File: src/hdl/bqc_pkg.sv
// shared types and constants for the biquad cascade filter
// no dependencies; imported by every module of the block
`default_nettype none

package bqc_pkg;

	// coefficients per section, in table order
	localparam int NUM_COEFFS  = 5;
	// entries in the queue between front and back
	localparam int QUEUE_DEPTH = 2;

	// input command codes
	localparam logic [1:0] CMD_FILTER = 2'd0;
	localparam logic [1:0] CMD_WRITE  = 2'd1;
	localparam logic [1:0] CMD_CLEAR  = 2'd2;

	// coefficient select codes, also the operand order of one section
	localparam logic [2:0] COEF_B0 = 3'd0;
	localparam logic [2:0] COEF_B1 = 3'd1;
	localparam logic [2:0] COEF_B2 = 3'd2;
	localparam logic [2:0] COEF_A1 = 3'd3;
	localparam logic [2:0] COEF_A2 = 3'd4;

	// register word index of active_sections
	localparam logic CFG_ACTIVE_SECTIONS = 1'b0;

	// classified request kinds carried through the queue
	typedef enum logic [1:0] {
		OP_FILTER,
		OP_WRITE,
		OP_CLEAR,
		OP_NONE
	} op_kind_t;

	// back-end status seen by the top level
	typedef struct packed {
		logic busy;
		logic pipe_active;
	} bqc_status_t;

endpackage

`default_nettype wire

File: src/hdl/bqc_front.sv
// front end: decodes input requests and pushes them into the queue
// depends on bqc_pkg
`default_nettype none

module bqc_front #(
	parameter int MAX_SECTIONS = 8,
	parameter int SAMPLE_WIDTH = 16,
	parameter int COEFF_WIDTH  = 18,
	localparam int CADDR_W     = $clog2(bqc_pkg::NUM_COEFFS * MAX_SECTIONS)
) (
	input  wire logic                           in_valid,
	output logic                                in_ready,
	input  wire logic [1:0]                     command,
	input  wire logic signed [SAMPLE_WIDTH-1:0] sample_in,
	input  wire logic [2:0]                     section_index,
	input  wire logic [2:0]                     coeff_select,
	input  wire logic signed [COEFF_WIDTH-1:0]  coeff_value,
	input  wire logic                           q_full,
	output logic                                q_push,
	output bqc_pkg::op_kind_t                   op_kind,
	output logic signed [SAMPLE_WIDTH-1:0]      op_sample,
	output logic [CADDR_W-1:0]                  op_caddr,
	output logic signed [COEFF_WIDTH-1:0]       op_cvalue
);
	import bqc_pkg::*;

	logic       addr_ok;
	logic [5:0] lin_addr;

	// out-of-range writes are dropped here
	assign addr_ok = ({29'd0, section_index} < 32'(MAX_SECTIONS)) &&
		(coeff_select < 3'(NUM_COEFFS));

	// section * 5 + select
	assign lin_addr = {1'b0, section_index, 2'b00} + 6'(section_index) + 6'(coeff_select);

	always_comb begin
		case (command)
			CMD_FILTER: op_kind = OP_FILTER;
			CMD_WRITE: begin
				op_kind = addr_ok ? OP_WRITE : OP_NONE;
			end
			CMD_CLEAR: op_kind = OP_CLEAR;
			default: op_kind = OP_NONE;
		endcase
	end

	assign op_sample = sample_in;
	assign op_caddr  = CADDR_W'(lin_addr);
	assign op_cvalue = coeff_value;

	assign in_ready = !q_full;
	// requests with no effect are accepted and dropped
	assign q_push   = in_valid && !q_full && (op_kind != OP_NONE);

endmodule

`default_nettype wire

File: src/hdl/bqc_queue.sv
// short fifo between front end and back end
// depends on bqc_pkg for its depth
`default_nettype none

module bqc_queue #(
	parameter int W = 1
) (
	input  wire logic         clk,
	input  wire logic         arst_n,
	input  wire logic         push,
	input  wire logic [W-1:0] push_data,
	output logic              full,
	output logic              pop_valid,
	input  wire logic         pop_ready,
	output logic [W-1:0]      pop_data
);
	import bqc_pkg::*;

	localparam int PTR_W = (QUEUE_DEPTH > 1) ? $clog2(QUEUE_DEPTH) : 1;
	localparam int CNT_W = $clog2(QUEUE_DEPTH + 1);

	logic [W-1:0]     mem_q [QUEUE_DEPTH];
	logic [PTR_W-1:0] wr_ptr_q;
	logic [PTR_W-1:0] rd_ptr_q;
	logic [CNT_W-1:0] cnt_q;
	logic             pop;

	assign full      = (cnt_q == CNT_W'(QUEUE_DEPTH));
	assign pop_valid = (cnt_q != '0);
	assign pop       = pop_valid && pop_ready;
	assign pop_data  = mem_q[rd_ptr_q];

	always_ff @(posedge clk) begin
		if (push) begin
			mem_q[wr_ptr_q] <= push_data;
		end
	end

	always_ff @(posedge clk or negedge arst_n) begin
		if (!arst_n) begin
			wr_ptr_q <= '0;
			rd_ptr_q <= '0;
			cnt_q    <= '0;
		end else begin
			if (push) begin
				wr_ptr_q <= (wr_ptr_q == PTR_W'(QUEUE_DEPTH - 1)) ? '0 : wr_ptr_q + 1'b1;
			end
			if (pop) begin
				rd_ptr_q <= (rd_ptr_q == PTR_W'(QUEUE_DEPTH - 1)) ? '0 : rd_ptr_q + 1'b1;
			end
			cnt_q <= cnt_q + CNT_W'(push) - CNT_W'(pop);
		end
	end

endmodule

`default_nettype wire

File: src/hdl/bqc_back.sv
// back end: coefficient memory, history taps, shared multiply-accumulate
// sequencer and output register; depends on bqc_pkg
`default_nettype none

module bqc_back #(
	parameter int MAX_SECTIONS = 8,
	parameter int SAMPLE_WIDTH = 16,
	parameter int COEFF_WIDTH  = 18,
	localparam int CADDR_W     = $clog2(bqc_pkg::NUM_COEFFS * MAX_SECTIONS)
) (
	input  wire logic                           clk,
	input  wire logic                           arst_n,
	input  wire logic [3:0]                     active_sections,
	input  wire logic                           q_valid,
	output logic                                q_ready,
	input  wire bqc_pkg::op_kind_t              q_kind,
	input  wire logic signed [SAMPLE_WIDTH-1:0] q_sample,
	input  wire logic [CADDR_W-1:0]             q_caddr,
	input  wire logic signed [COEFF_WIDTH-1:0]  q_cvalue,
	output logic                                out_valid,
	input  wire logic                           out_ready,
	output logic signed [SAMPLE_WIDTH-1:0]      sample_out,
	output logic                                clipped,
	output bqc_pkg::bqc_status_t                status
);
	import bqc_pkg::*;

	localparam int FRAC      = COEFF_WIDTH - 2;
	localparam int PROD_W    = SAMPLE_WIDTH + COEFF_WIDTH;
	localparam int ACC_W     = (PROD_W + 3 > 64) ? 64 : PROD_W + 3;
	localparam int SH_W      = ACC_W - FRAC;
	localparam int COEF_DEPTH = NUM_COEFFS * MAX_SECTIONS;
	localparam int SEC_W     = (MAX_SECTIONS > 1) ? $clog2(MAX_SECTIONS) : 1;
	localparam int SEC_CNT_W = $clog2(MAX_SECTIONS + 1);

	localparam logic signed [ACC_W-1:0]        RND  = ACC_W'(1) << (FRAC - 1);
	localparam logic signed [SAMPLE_WIDTH-1:0] SMAX = {1'b0, {(SAMPLE_WIDTH-1){1'b1}}};
	localparam logic signed [SAMPLE_WIDTH-1:0] SMIN = {1'b1, {(SAMPLE_WIDTH-1){1'b0}}};

	typedef enum logic [1:0] {
		ST_IDLE,
		ST_ISSUE,
		ST_DRAIN,
		ST_DONE
	} state_t;

	state_t                         state_q;
	logic [2:0]                     j_q;
	logic [CADDR_W-1:0]             addr_q;
	logic [SEC_CNT_W-1:0]           sec_q;
	logic [SEC_CNT_W-1:0]           n_q;
	logic                           out_valid_q;
	logic signed [SAMPLE_WIDTH-1:0] sample_out_q;
	logic                           clipped_q;

	logic signed [COEFF_WIDTH-1:0]  coef_mem [COEF_DEPTH];
	logic [COEF_DEPTH-1:0]          coef_vld_q;

	logic signed [COEFF_WIDTH-1:0]  coef_rd_s1;
	logic                           coef_ok_s1;
	logic                           vld_s1;
	logic [2:0]                     j_s1;
	logic signed [PROD_W-1:0]       prod_s2;
	logic                           neg_s2;
	logic                           vld_s2;
	logic signed [ACC_W-1:0]        acc_q;
	logic signed [SAMPLE_WIDTH-1:0] x_q;
	logic                           clip_q;

	logic signed [SAMPLE_WIDTH-1:0] in1_q  [MAX_SECTIONS];
	logic signed [SAMPLE_WIDTH-1:0] in2_q  [MAX_SECTIONS];
	logic signed [SAMPLE_WIDTH-1:0] out1_q [MAX_SECTIONS];
	logic signed [SAMPLE_WIDTH-1:0] out2_q [MAX_SECTIONS];

	logic [SEC_CNT_W-1:0]           n_clamp;
	logic [SEC_CNT_W-1:0]           sec_next;
	logic [SEC_W-1:0]               sidx;
	logic                           start;
	logic                           pop;
	logic                           wr_en;
	logic                           clr_en;
	logic                           issue;
	logic                           pipe_empty;
	logic                           finish;
	logic                           out_free;
	logic signed [SAMPLE_WIDTH-1:0] operand;
	logic signed [COEFF_WIDTH-1:0]  coef_eff;
	logic signed [ACC_W-1:0]        prod_ext;
	logic [SH_W-1:0]                sh;
	logic [SH_W-SAMPLE_WIDTH:0]     sh_top;
	logic                           sat;
	logic signed [SAMPLE_WIDTH-1:0] y;

	// control
	assign n_clamp = ({1'b0, active_sections} > 5'(MAX_SECTIONS)) ?
		SEC_CNT_W'(MAX_SECTIONS) : SEC_CNT_W'(active_sections);
	assign sec_next   = sec_q + 1'b1;
	assign sidx       = sec_q[SEC_W-1:0];
	assign q_ready    = (state_q == ST_IDLE);
	assign pop        = q_valid && q_ready;
	assign start      = pop && (q_kind == OP_FILTER);
	assign wr_en      = pop && (q_kind == OP_WRITE);
	assign clr_en     = pop && (q_kind == OP_CLEAR);
	assign issue      = (state_q == ST_ISSUE);
	assign pipe_empty = !vld_s1 && !vld_s2;
	assign finish     = (state_q == ST_DRAIN) && pipe_empty;
	assign out_free   = !out_valid_q || out_ready;

	// operand for the coefficient read in the cycle before
	always_comb begin
		case (j_s1)
			COEF_B0: operand = x_q;
			COEF_B1: operand = in1_q[sidx];
			COEF_B2: operand = in2_q[sidx];
			COEF_A1: operand = out1_q[sidx];
			COEF_A2: operand = out2_q[sidx];
			default: operand = '0;
		endcase
	end

	// never-written coefficients read as zero
	assign coef_eff = coef_ok_s1 ? coef_rd_s1 : '0;
	assign prod_ext = ACC_W'(prod_s2);

	// round constant is preloaded in the accumulator, so only shift and clamp here
	assign sh     = acc_q[ACC_W-1:FRAC];
	assign sh_top = sh[SH_W-1:SAMPLE_WIDTH-1];
	assign sat    = !((&sh_top) || !(|sh_top));
	assign y      = sat ? (sh[SH_W-1] ? SMIN : SMAX) : sh[SAMPLE_WIDTH-1:0];

	// coefficient memory
	always_ff @(posedge clk) begin
		if (wr_en) begin
			coef_mem[q_caddr] <= q_cvalue;
		end
		if (issue) begin
			coef_rd_s1 <= coef_mem[addr_q];
		end
	end

	always_ff @(posedge clk or negedge arst_n) begin
		if (!arst_n) begin
			coef_vld_q <= '0;
		end else if (wr_en) begin
			coef_vld_q[q_caddr] <= 1'b1;
		end
	end

	// multiply-accumulate pipeline
	always_ff @(posedge clk or negedge arst_n) begin
		if (!arst_n) begin
			vld_s1 <= 1'b0;
			vld_s2 <= 1'b0;
		end else begin
			vld_s1 <= issue;
			vld_s2 <= vld_s1;
		end
	end

	always_ff @(posedge clk) begin
		if (issue) begin
			j_s1       <= j_q;
			coef_ok_s1 <= coef_vld_q[addr_q];
		end
		prod_s2 <= coef_eff * operand;
		neg_s2  <= (j_s1 == COEF_A1) || (j_s1 == COEF_A2);
		if (start || finish) begin
			acc_q <= RND;
		end else if (vld_s2) begin
			acc_q <= neg_s2 ? acc_q - prod_ext : acc_q + prod_ext;
		end
		if (start) begin
			x_q    <= q_sample;
			clip_q <= 1'b0;
		end else if (finish) begin
			x_q    <= y;
			clip_q <= clip_q | sat;
		end
	end

	// history taps
	always_ff @(posedge clk or negedge arst_n) begin
		if (!arst_n) begin
			for (int i = 0; i < MAX_SECTIONS; i++) begin
				in1_q[i]  <= '0;
				in2_q[i]  <= '0;
				out1_q[i] <= '0;
				out2_q[i] <= '0;
			end
		end else if (clr_en) begin
			for (int i = 0; i < MAX_SECTIONS; i++) begin
				in1_q[i]  <= '0;
				in2_q[i]  <= '0;
				out1_q[i] <= '0;
				out2_q[i] <= '0;
			end
		end else if (finish) begin
			in1_q[sidx]  <= x_q;
			in2_q[sidx]  <= in1_q[sidx];
			out1_q[sidx] <= y;
			out2_q[sidx] <= out1_q[sidx];
		end
	end

	// sequencer and output register
	always_ff @(posedge clk or negedge arst_n) begin
		if (!arst_n) begin
			state_q      <= ST_IDLE;
			j_q          <= '0;
			addr_q       <= '0;
			sec_q        <= '0;
			n_q          <= '0;
			out_valid_q  <= 1'b0;
			sample_out_q <= '0;
			clipped_q    <= 1'b0;
		end else begin
			// in ST_DONE the output register is handled by the state itself
			if (out_valid_q && out_ready && (state_q != ST_DONE)) begin
				out_valid_q <= 1'b0;
			end
			case (state_q)
				ST_IDLE: begin
					if (start) begin
						n_q     <= n_clamp;
						sec_q   <= '0;
						addr_q  <= '0;
						j_q     <= '0;
						state_q <= (n_clamp == '0) ? ST_DONE : ST_ISSUE;
					end
				end
				ST_ISSUE: begin
					addr_q <= addr_q + 1'b1;
					if (j_q == 3'(NUM_COEFFS - 1)) begin
						j_q     <= '0;
						state_q <= ST_DRAIN;
					end else begin
						j_q <= j_q + 1'b1;
					end
				end
				ST_DRAIN: begin
					if (pipe_empty) begin
						sec_q   <= sec_next;
						state_q <= (sec_next == n_q) ? ST_DONE : ST_ISSUE;
					end
				end
				ST_DONE: begin
					if (out_free) begin
						out_valid_q  <= 1'b1;
						sample_out_q <= x_q;
						clipped_q    <= clip_q;
						state_q      <= ST_IDLE;
					end
				end
				default: state_q <= ST_IDLE;
			endcase
		end
	end

	assign out_valid          = out_valid_q;
	assign sample_out         = sample_out_q;
	assign clipped            = clipped_q;
	assign status.busy        = (state_q != ST_IDLE);
	assign status.pipe_active = !pipe_empty;

endmodule

`default_nettype wire

File: src/hdl/biquad_cascade_filter.sv
// top level of the cascaded direct form I biquad filter
// depends on bqc_pkg, bqc_front, bqc_queue and bqc_back
//
// Usage:
// - input channel (in_valid/in_ready) carries one request: command 0 filters
//   sample_in, command 1 writes coeff_value to coefficient coeff_select of
//   section section_index, command 2 clears all section histories, command 3
//   is dropped; only command 0 gives a result
// - output channel (out_valid/out_ready) carries sample_out and clipped
// - active_sections is written over the APB port (byte address 0) while the
//   block is idle; values above MAX_SECTIONS act as MAX_SECTIONS
// - one shared multiplier does the five products of each section in turn:
//   each section issues its five products, then drains the multiply
//   pipeline before the next section starts; a filter request holds the
//   back end until its result is in the output register
// - coefficient writes and clears are done as the back end takes them, and it stays idle
// - a two-entry queue sits between the decode front end and the back end, so
//   requests are still accepted while a result waits in the output register
// - when the receiver stalls, the result holds and the back end waits;
//   the queue fills and in_ready drops
// - reset clears the coefficient table, all histories, the queue and
//   active_sections (pass-through)
`default_nettype none

module biquad_cascade_filter #(
	parameter int MAX_SECTIONS = 8,
	parameter int SAMPLE_WIDTH = 16,
	parameter int COEFF_WIDTH  = 18
) (
	input  wire logic                           clk,
	input  wire logic                           arst_n,
	// APB configuration port
	input  wire logic                           psel,
	input  wire logic                           penable,
	input  wire logic                           pwrite,
	input  wire logic [2:0]                     paddr,
	input  wire logic [31:0]                    pwdata,
	output logic [31:0]                         prdata,
	output logic                                pready,
	// request channel
	input  wire logic                           in_valid,
	output logic                                in_ready,
	input  wire logic [1:0]                     command,
	input  wire logic signed [SAMPLE_WIDTH-1:0] sample_in,
	input  wire logic [2:0]                     section_index,
	input  wire logic [2:0]                     coeff_select,
	input  wire logic signed [COEFF_WIDTH-1:0]  coeff_value,
	// result channel
	output logic                                out_valid,
	input  wire logic                           out_ready,
	output logic signed [SAMPLE_WIDTH-1:0]      sample_out,
	output logic                                clipped
);
	import bqc_pkg::*;

	localparam int CADDR_W = $clog2(NUM_COEFFS * MAX_SECTIONS);
	// queue word: kind, sample, coefficient address, coefficient value
	localparam int Q_W     = 2 + SAMPLE_WIDTH + CADDR_W + COEFF_WIDTH;

	logic [3:0]                     active_sections_q;
	logic                           apb_wr;

	logic                           q_full;
	logic                           q_push;
	op_kind_t                       op_kind;
	logic signed [SAMPLE_WIDTH-1:0] op_sample;
	logic [CADDR_W-1:0]             op_caddr;
	logic signed [COEFF_WIDTH-1:0]  op_cvalue;
	logic [Q_W-1:0]                 q_in;
	logic [Q_W-1:0]                 q_out;
	logic                           q_valid;
	logic                           q_ready;
	op_kind_t                       q_kind;
	bqc_status_t                    back_status;

	// register write on the access phase; word index sits in paddr[2]
	assign pready = 1'b1;
	assign apb_wr = psel && penable && pwrite && pready;

	always_ff @(posedge clk or negedge arst_n) begin
		if (!arst_n) begin
			active_sections_q <= '0;
		end else if (apb_wr && (paddr[2] == CFG_ACTIVE_SECTIONS)) begin
			active_sections_q <= pwdata[3:0];
		end
	end

	// unmapped words read as zero
	assign prdata = (paddr[2] == CFG_ACTIVE_SECTIONS) ? {28'd0, active_sections_q} : '0;

	// front end: decode and drop requests with no effect
	bqc_front #(
		.MAX_SECTIONS(MAX_SECTIONS),
		.SAMPLE_WIDTH(SAMPLE_WIDTH),
		.COEFF_WIDTH (COEFF_WIDTH)
	) u_front (
		.in_valid     (in_valid),
		.in_ready     (in_ready),
		.command      (command),
		.sample_in    (sample_in),
		.section_index(section_index),
		.coeff_select (coeff_select),
		.coeff_value  (coeff_value),
		.q_full       (q_full),
		.q_push       (q_push),
		.op_kind      (op_kind),
		.op_sample    (op_sample),
		.op_caddr     (op_caddr),
		.op_cvalue    (op_cvalue)
	);

	assign q_in = {op_kind, op_sample, op_caddr, op_cvalue};

	// decoupling queue
	bqc_queue #(
		.W(Q_W)
	) u_queue (
		.clk      (clk),
		.arst_n   (arst_n),
		.push     (q_push),
		.push_data(q_in),
		.full     (q_full),
		.pop_valid(q_valid),
		.pop_ready(q_ready),
		.pop_data (q_out)
	);

	assign q_kind = op_kind_t'(q_out[Q_W-1 -: 2]);

	// back end: sections run one after another on a shared multiplier
	bqc_back #(
		.MAX_SECTIONS(MAX_SECTIONS),
		.SAMPLE_WIDTH(SAMPLE_WIDTH),
		.COEFF_WIDTH (COEFF_WIDTH)
	) u_back (
		.clk            (clk),
		.arst_n         (arst_n),
		.active_sections(active_sections_q),
		.q_valid        (q_valid),
		.q_ready        (q_ready),
		.q_kind         (q_kind),
		.q_sample       (q_out[CADDR_W+COEFF_WIDTH +: SAMPLE_WIDTH]),
		.q_caddr        (q_out[COEFF_WIDTH +: CADDR_W]),
		.q_cvalue       (q_out[COEFF_WIDTH-1:0]),
		.out_valid      (out_valid),
		.out_ready      (out_ready),
		.sample_out     (sample_out),
		.clipped        (clipped),
		.status         (back_status)
	);

`ifndef SYNTHESIS
	// an accepted filter request is waiting in the queue on the next cycle
	a_filter_queued: assert property (@(posedge clk) disable iff (!arst_n)
		(in_valid && in_ready && (command == CMD_FILTER)) |=> q_valid)
		else $error("filter request lost between front end and queue");

	// the back end never takes a new request while products are in flight
	a_no_pop_in_flight: assert property (@(posedge clk) disable iff (!arst_n)
		back_status.pipe_active |-> !(q_valid && q_ready))
		else $error("queue popped while the multiply pipeline is active");

	// a filter request taken from the queue keeps the back end busy
	a_busy_after_filter: assert property (@(posedge clk) disable iff (!arst_n)
		(q_valid && q_ready && (q_kind == OP_FILTER)) |=> back_status.busy)
		else $error("back end idle right after taking a filter request");
`endif

endmodule

`default_nettype wire
File: config.mk
export PLATFORM = sky130hd
export DESIGN_NAME = biquad_cascade_filter
export DESIGN_NICKNAME = d
export VERILOG_FILES = /design/src/hdl/bqc_pkg.sv /design/src/hdl/bqc_front.sv /design/src/hdl/bqc_queue.sv /design/src/hdl/bqc_back.sv /design/src/hdl/biquad_cascade_filter.sv
export SDC_FILE = /design/constraint.sdc
export NUM_CORES = 2
export LEC_CHECK = 0
export BUFFER_PORTS_ARGS = -buffer_cell sky130_fd_sc_hd__buf_2
export CORE_UTILIZATION = 55
export DETAILED_ROUTE_END_ITERATION = 8
export GPL_TIMING_DRIVEN = 0
export PLACE_DENSITY = 0.71
export SETUP_SLACK_MARGIN = 0.02
export SLEW_MARGIN = 20
export SYNTH_ARGS = -nofsm -noshare
export SYNTH_HDL_FRONTEND = slang
export SYNTH_SLANG_ARGS = --single-unit
File: constraint.sdc
create_clock -name clk -period 8.75 [get_ports clk]
set_input_delay 2.625 -clock clk [delete_from_list [all_inputs] [get_ports clk]]
set_output_delay 2.625 -clock clk [all_outputs]
set_load 0.01 [all_outputs]
==> results.toml <==
[layout]
multi_input_area_um2 = 30700
fillCellCount = 10100
nets = 7092
final_area_um2 = 84800
syn_to_final_growth_pct = 13.3
final_util_pct = 63.1
drive_above_1_share_pct = 13.9
regArea_um2 = 41700

[die]
die-area_um2 = 138000
core-area_um2 = 134000
pin_count = 136
die_h_um = 371
initial_core_util_pct = 55.7
die_w_um = 371
fp-row-count = 134

[run_status]
outcome = "finished, final reports clean"

[worst_setup_path]
path_common_cell = "fa_1"
r2r_start = "u_back.sec_q[0]"
critical_path.endpoint = "u_back.prod_s2[28]"
worstReg2RegEnd = "u_back.prod_s2[28]"
path_class = "flip-flop to flip-flop"
r2r_slack_ns = 0.19
path_max_fanout = 10
end_kind = "flip-flop"
slowest_delay_ns = 0.53
crit_family = "adder cells"
critPathSlowestCell = "fa_1"
r2r_cells = 32
crit_start = "u_back.sec_q[0]"
required_ns = 9.46
worst-path-buf-inv = 10
cp_num_cells = 32
cp-start-kind = "flip-flop"
cp.arrival_ns = 9.27

[clock_tree]
path_clk_slew_ns = 0.06
cts_made_buffers = 148
cts-root-buf = "clkbuf_16"
cts_tree = "done"
htree_levels = 4
insertion_delay_ns = 0.80
hold_buffers = 0
cts.sinks = 1514
cts_buffer_depth = 3

[detailed_routing]
drc = 0
ant_nets = 0
vias = 54500
routedWlPerCell_um = 27.6
drt_wl_total_um = 234000
viasPerCell = 6.42
dr.pass1.iters = 9
drt_iter0_markers = 7868

[sta]
fin_crit_sh_pct = 97.9
hold_viol_final = 0
worst_slew_pin_slew_ns = 1.22
setup-tns-final_ns = 0
clock-skew-final_ns = 0.0397
layout_min_cycle_time_ns = 8.56
finalSetupViolations = 0
maxSlewViolCount = 0
slew_headroom_pct = 18.5
fmax_mhz = 117

[synth]
async_reset_ff_share_pct = 39.6
avgSynthCellArea_um2 = 12.0
ys_types = 87
syn_area_um2 = 74900
syn_inst = 6232
synthFlopType = "edfxtp_1"
yosys_warnings = 0
seq_area_frac_synth_pct = 55.8
synth-edff-count = 842
synth-seq-cells = 1514

[global_route]
grt_pass1_vias = 53700
antenna_found_initial = 5
grt_max_degree = 99
track_usage_pct = 34.3
grt-ovfl-total = 0
grt_pass1_wl_um = 346000

[place]
io_buffers = 76
post_dp_cell_area_um2 = 78400
place_hpwl_um = 161000
gp_congestion = 0.993

[hold_path]
min_path_type = "flip-flop to flip-flop"

[power]
leakage_nw = 33.9
peakVddDrop_mv = 0.575
powerDensity_nw_per_um2 = 427

[run]
drv_cap = 0
[area by class of cell]
class                           count  area share, %
Multi-Input combinational cell   3927           36.2
Inverter                          359           1.59
Tap cell                         1768           2.61
Sequential cell                  1514           49.2
Timing Repair Buffer              174           1.66
Buffer                            457           2.65
Clock buffer                      210           5.10
Clock inverter                     67          0.967
Antenna cell                        9         0.0266
[layer usage]
layer	vias up	share of wire, %	track usage (%)	wire length (um)
met3	749	11	8.80	24900
met5	-	0.021	0	49
li1	23100	-	-	-
met4	2	5.8	18.4	13700
met1	27400	37	44.3	87500
met2	3330	46	53.3	108000
[registers in the layout (all words and copies together), names as in the netlist, 4 cells and up]
name / count
u_back.n_q: 4
u_back.x_q: 16
active_sections_q: 4
u_back.prod_s2: 34
u_back.acc_q: 37
u_back.out2_q: 128
u_back.sample_out: 16
u_back.in2_q: 128
u_back.coef_rd_s1: 18
u_back.addr_q: 6
u_back.coef_vld_q: 40
u_back.out1_q: 128
u_back.sec_q: 4
u_back.coef_mem: 720
u_queue.mem_q: 84
u_back.in1_q: 128
[how the worst min path moves through the flow]
stage	from	end	slack, ns	cells after the start
6_report	u_back.vld_s1	u_back.vld_s2	0.45	0
5_1_grt	u_back.vld_s1	u_back.vld_s2	0.48	0
4_1_cts	u_back.vld_s1	u_back.vld_s2	0.46	0
3_5_place_dp	u_back.vld_s1	u_back.vld_s2	0.43	0
3_3_place_gp	u_back.vld_s1	u_back.vld_s2	0.40	0
2_1_floorplan	u_back.vld_s1	u_back.vld_s2	0.39	0
[synth_stat cells (20+ instances only)]
| library cell | n | area [um^2] |
|---|---|---|
| mux4_2 | 117 | 2640 |
| a21oi_1 | 244 | 1220 |
| dfrtp_1 | 599 | 15000 |
| buf_2 | 64 | 320 |
| dfxtp_1 | 73 | 1460 |
| a211oi_1 | 83 | 623 |
| mux2i_1 | 179 | 1790 |
| nand3_1 | 551 | 2760 |
| nand2_1 | 519 | 1950 |
| nor2b_1 | 60 | 375 |
| nand4_1 | 40 | 250 |
| a221oi_1 | 20 | 175 |
| or2_2 | 52 | 325 |
| and2_1 | 40 | 250 |
| nor2_1 | 337 | 1260 |
| buf_4 | 38 | 285 |
| clkbuf_1 | 281 | 1050 |
| a22oi_1 | 155 | 1160 |
| edfxtp_1 | 842 | 25300 |
| inv_1 | 358 | 1340 |
| a21o_1 | 31 | 233 |
| ha_1 | 134 | 1680 |
| o221ai_1 | 39 | 342 |
| mux2_2 | 90 | 1010 |
| xor2_1 | 28 | 245 |
| nand2b_1 | 41 | 257 |
| nor3_1 | 30 | 150 |
| fa_1 | 293 | 5870 |
| buf_1 | 67 | 251 |
| xnor2_1 | 80 | 701 |
| o21ai_0 | 473 | 2370 |
| o22ai_1 | 45 | 282 |
[stage by stage]
stage,cells,hold slack (ns),power (W),setup slack [ns]
after floorplan,6259,0.391,0.0223,1.12
after global routing,8479,0.478,0.0382,-0.0224
after global placement,8103,0.401,0.0280,-7.59
after CTS,8460,0.457,0.0356,0.0277
final,8485,0.451,0.0362,0.186
after detailed placement,8146,0.427,0.0284,-1.69
[layout by cell type (no fill, tap or decap), types with 73 or more instances in the layout]
master,instances
a211oi_1,74
a21oi_1,227
a22oi_1,153
buf_2,111
buf_4,110
clkbuf_1,298
clkbuf_16,153
dfrtp_1,599
dfxtp_1,73
edfxtp_1,842
fa_1,292
ha_1,133
inv_1,358
mux2_2,90
mux2i_1,178
mux4_2,117
nand2_1,518
nand3_1,551
nor2_1,290
o21ai_0,469
xnor2_1,80
[where the power goes]
| group | internal [W] | switching (W) |
|---|---|---|
| sequential | 0.00881 | 0.000513 |
| clock | 0.00384 | 0.00287 |
| combinational | 0.00743 | 0.0127 |
[cell families (layout without fill, tap and decap cells)]
group                    Yosys count  count (layout)  synth area share [%]
AO/OA/AOI/OAI                   1254            1255                  10.5
XOR/XNOR                         108             108                  1.26
adder cells (fa/ha/maj)          427             427                  10.1
buffers and inverters            819            1267                  4.50
flip-flops                      1514            1514                  55.8
multiplexers                     387             387                  7.29
other                              2              38                0.0100
AND/OR/NAND/NOR                 1721            1721                  10.6
[timing repair]
item,CTS,global route
resized for setup,116,74
cloned,1,0
pin swaps,19,23
setup endpoints to repair,24,13
setup buffers,37,18
(Power assumes the default switching activity.)
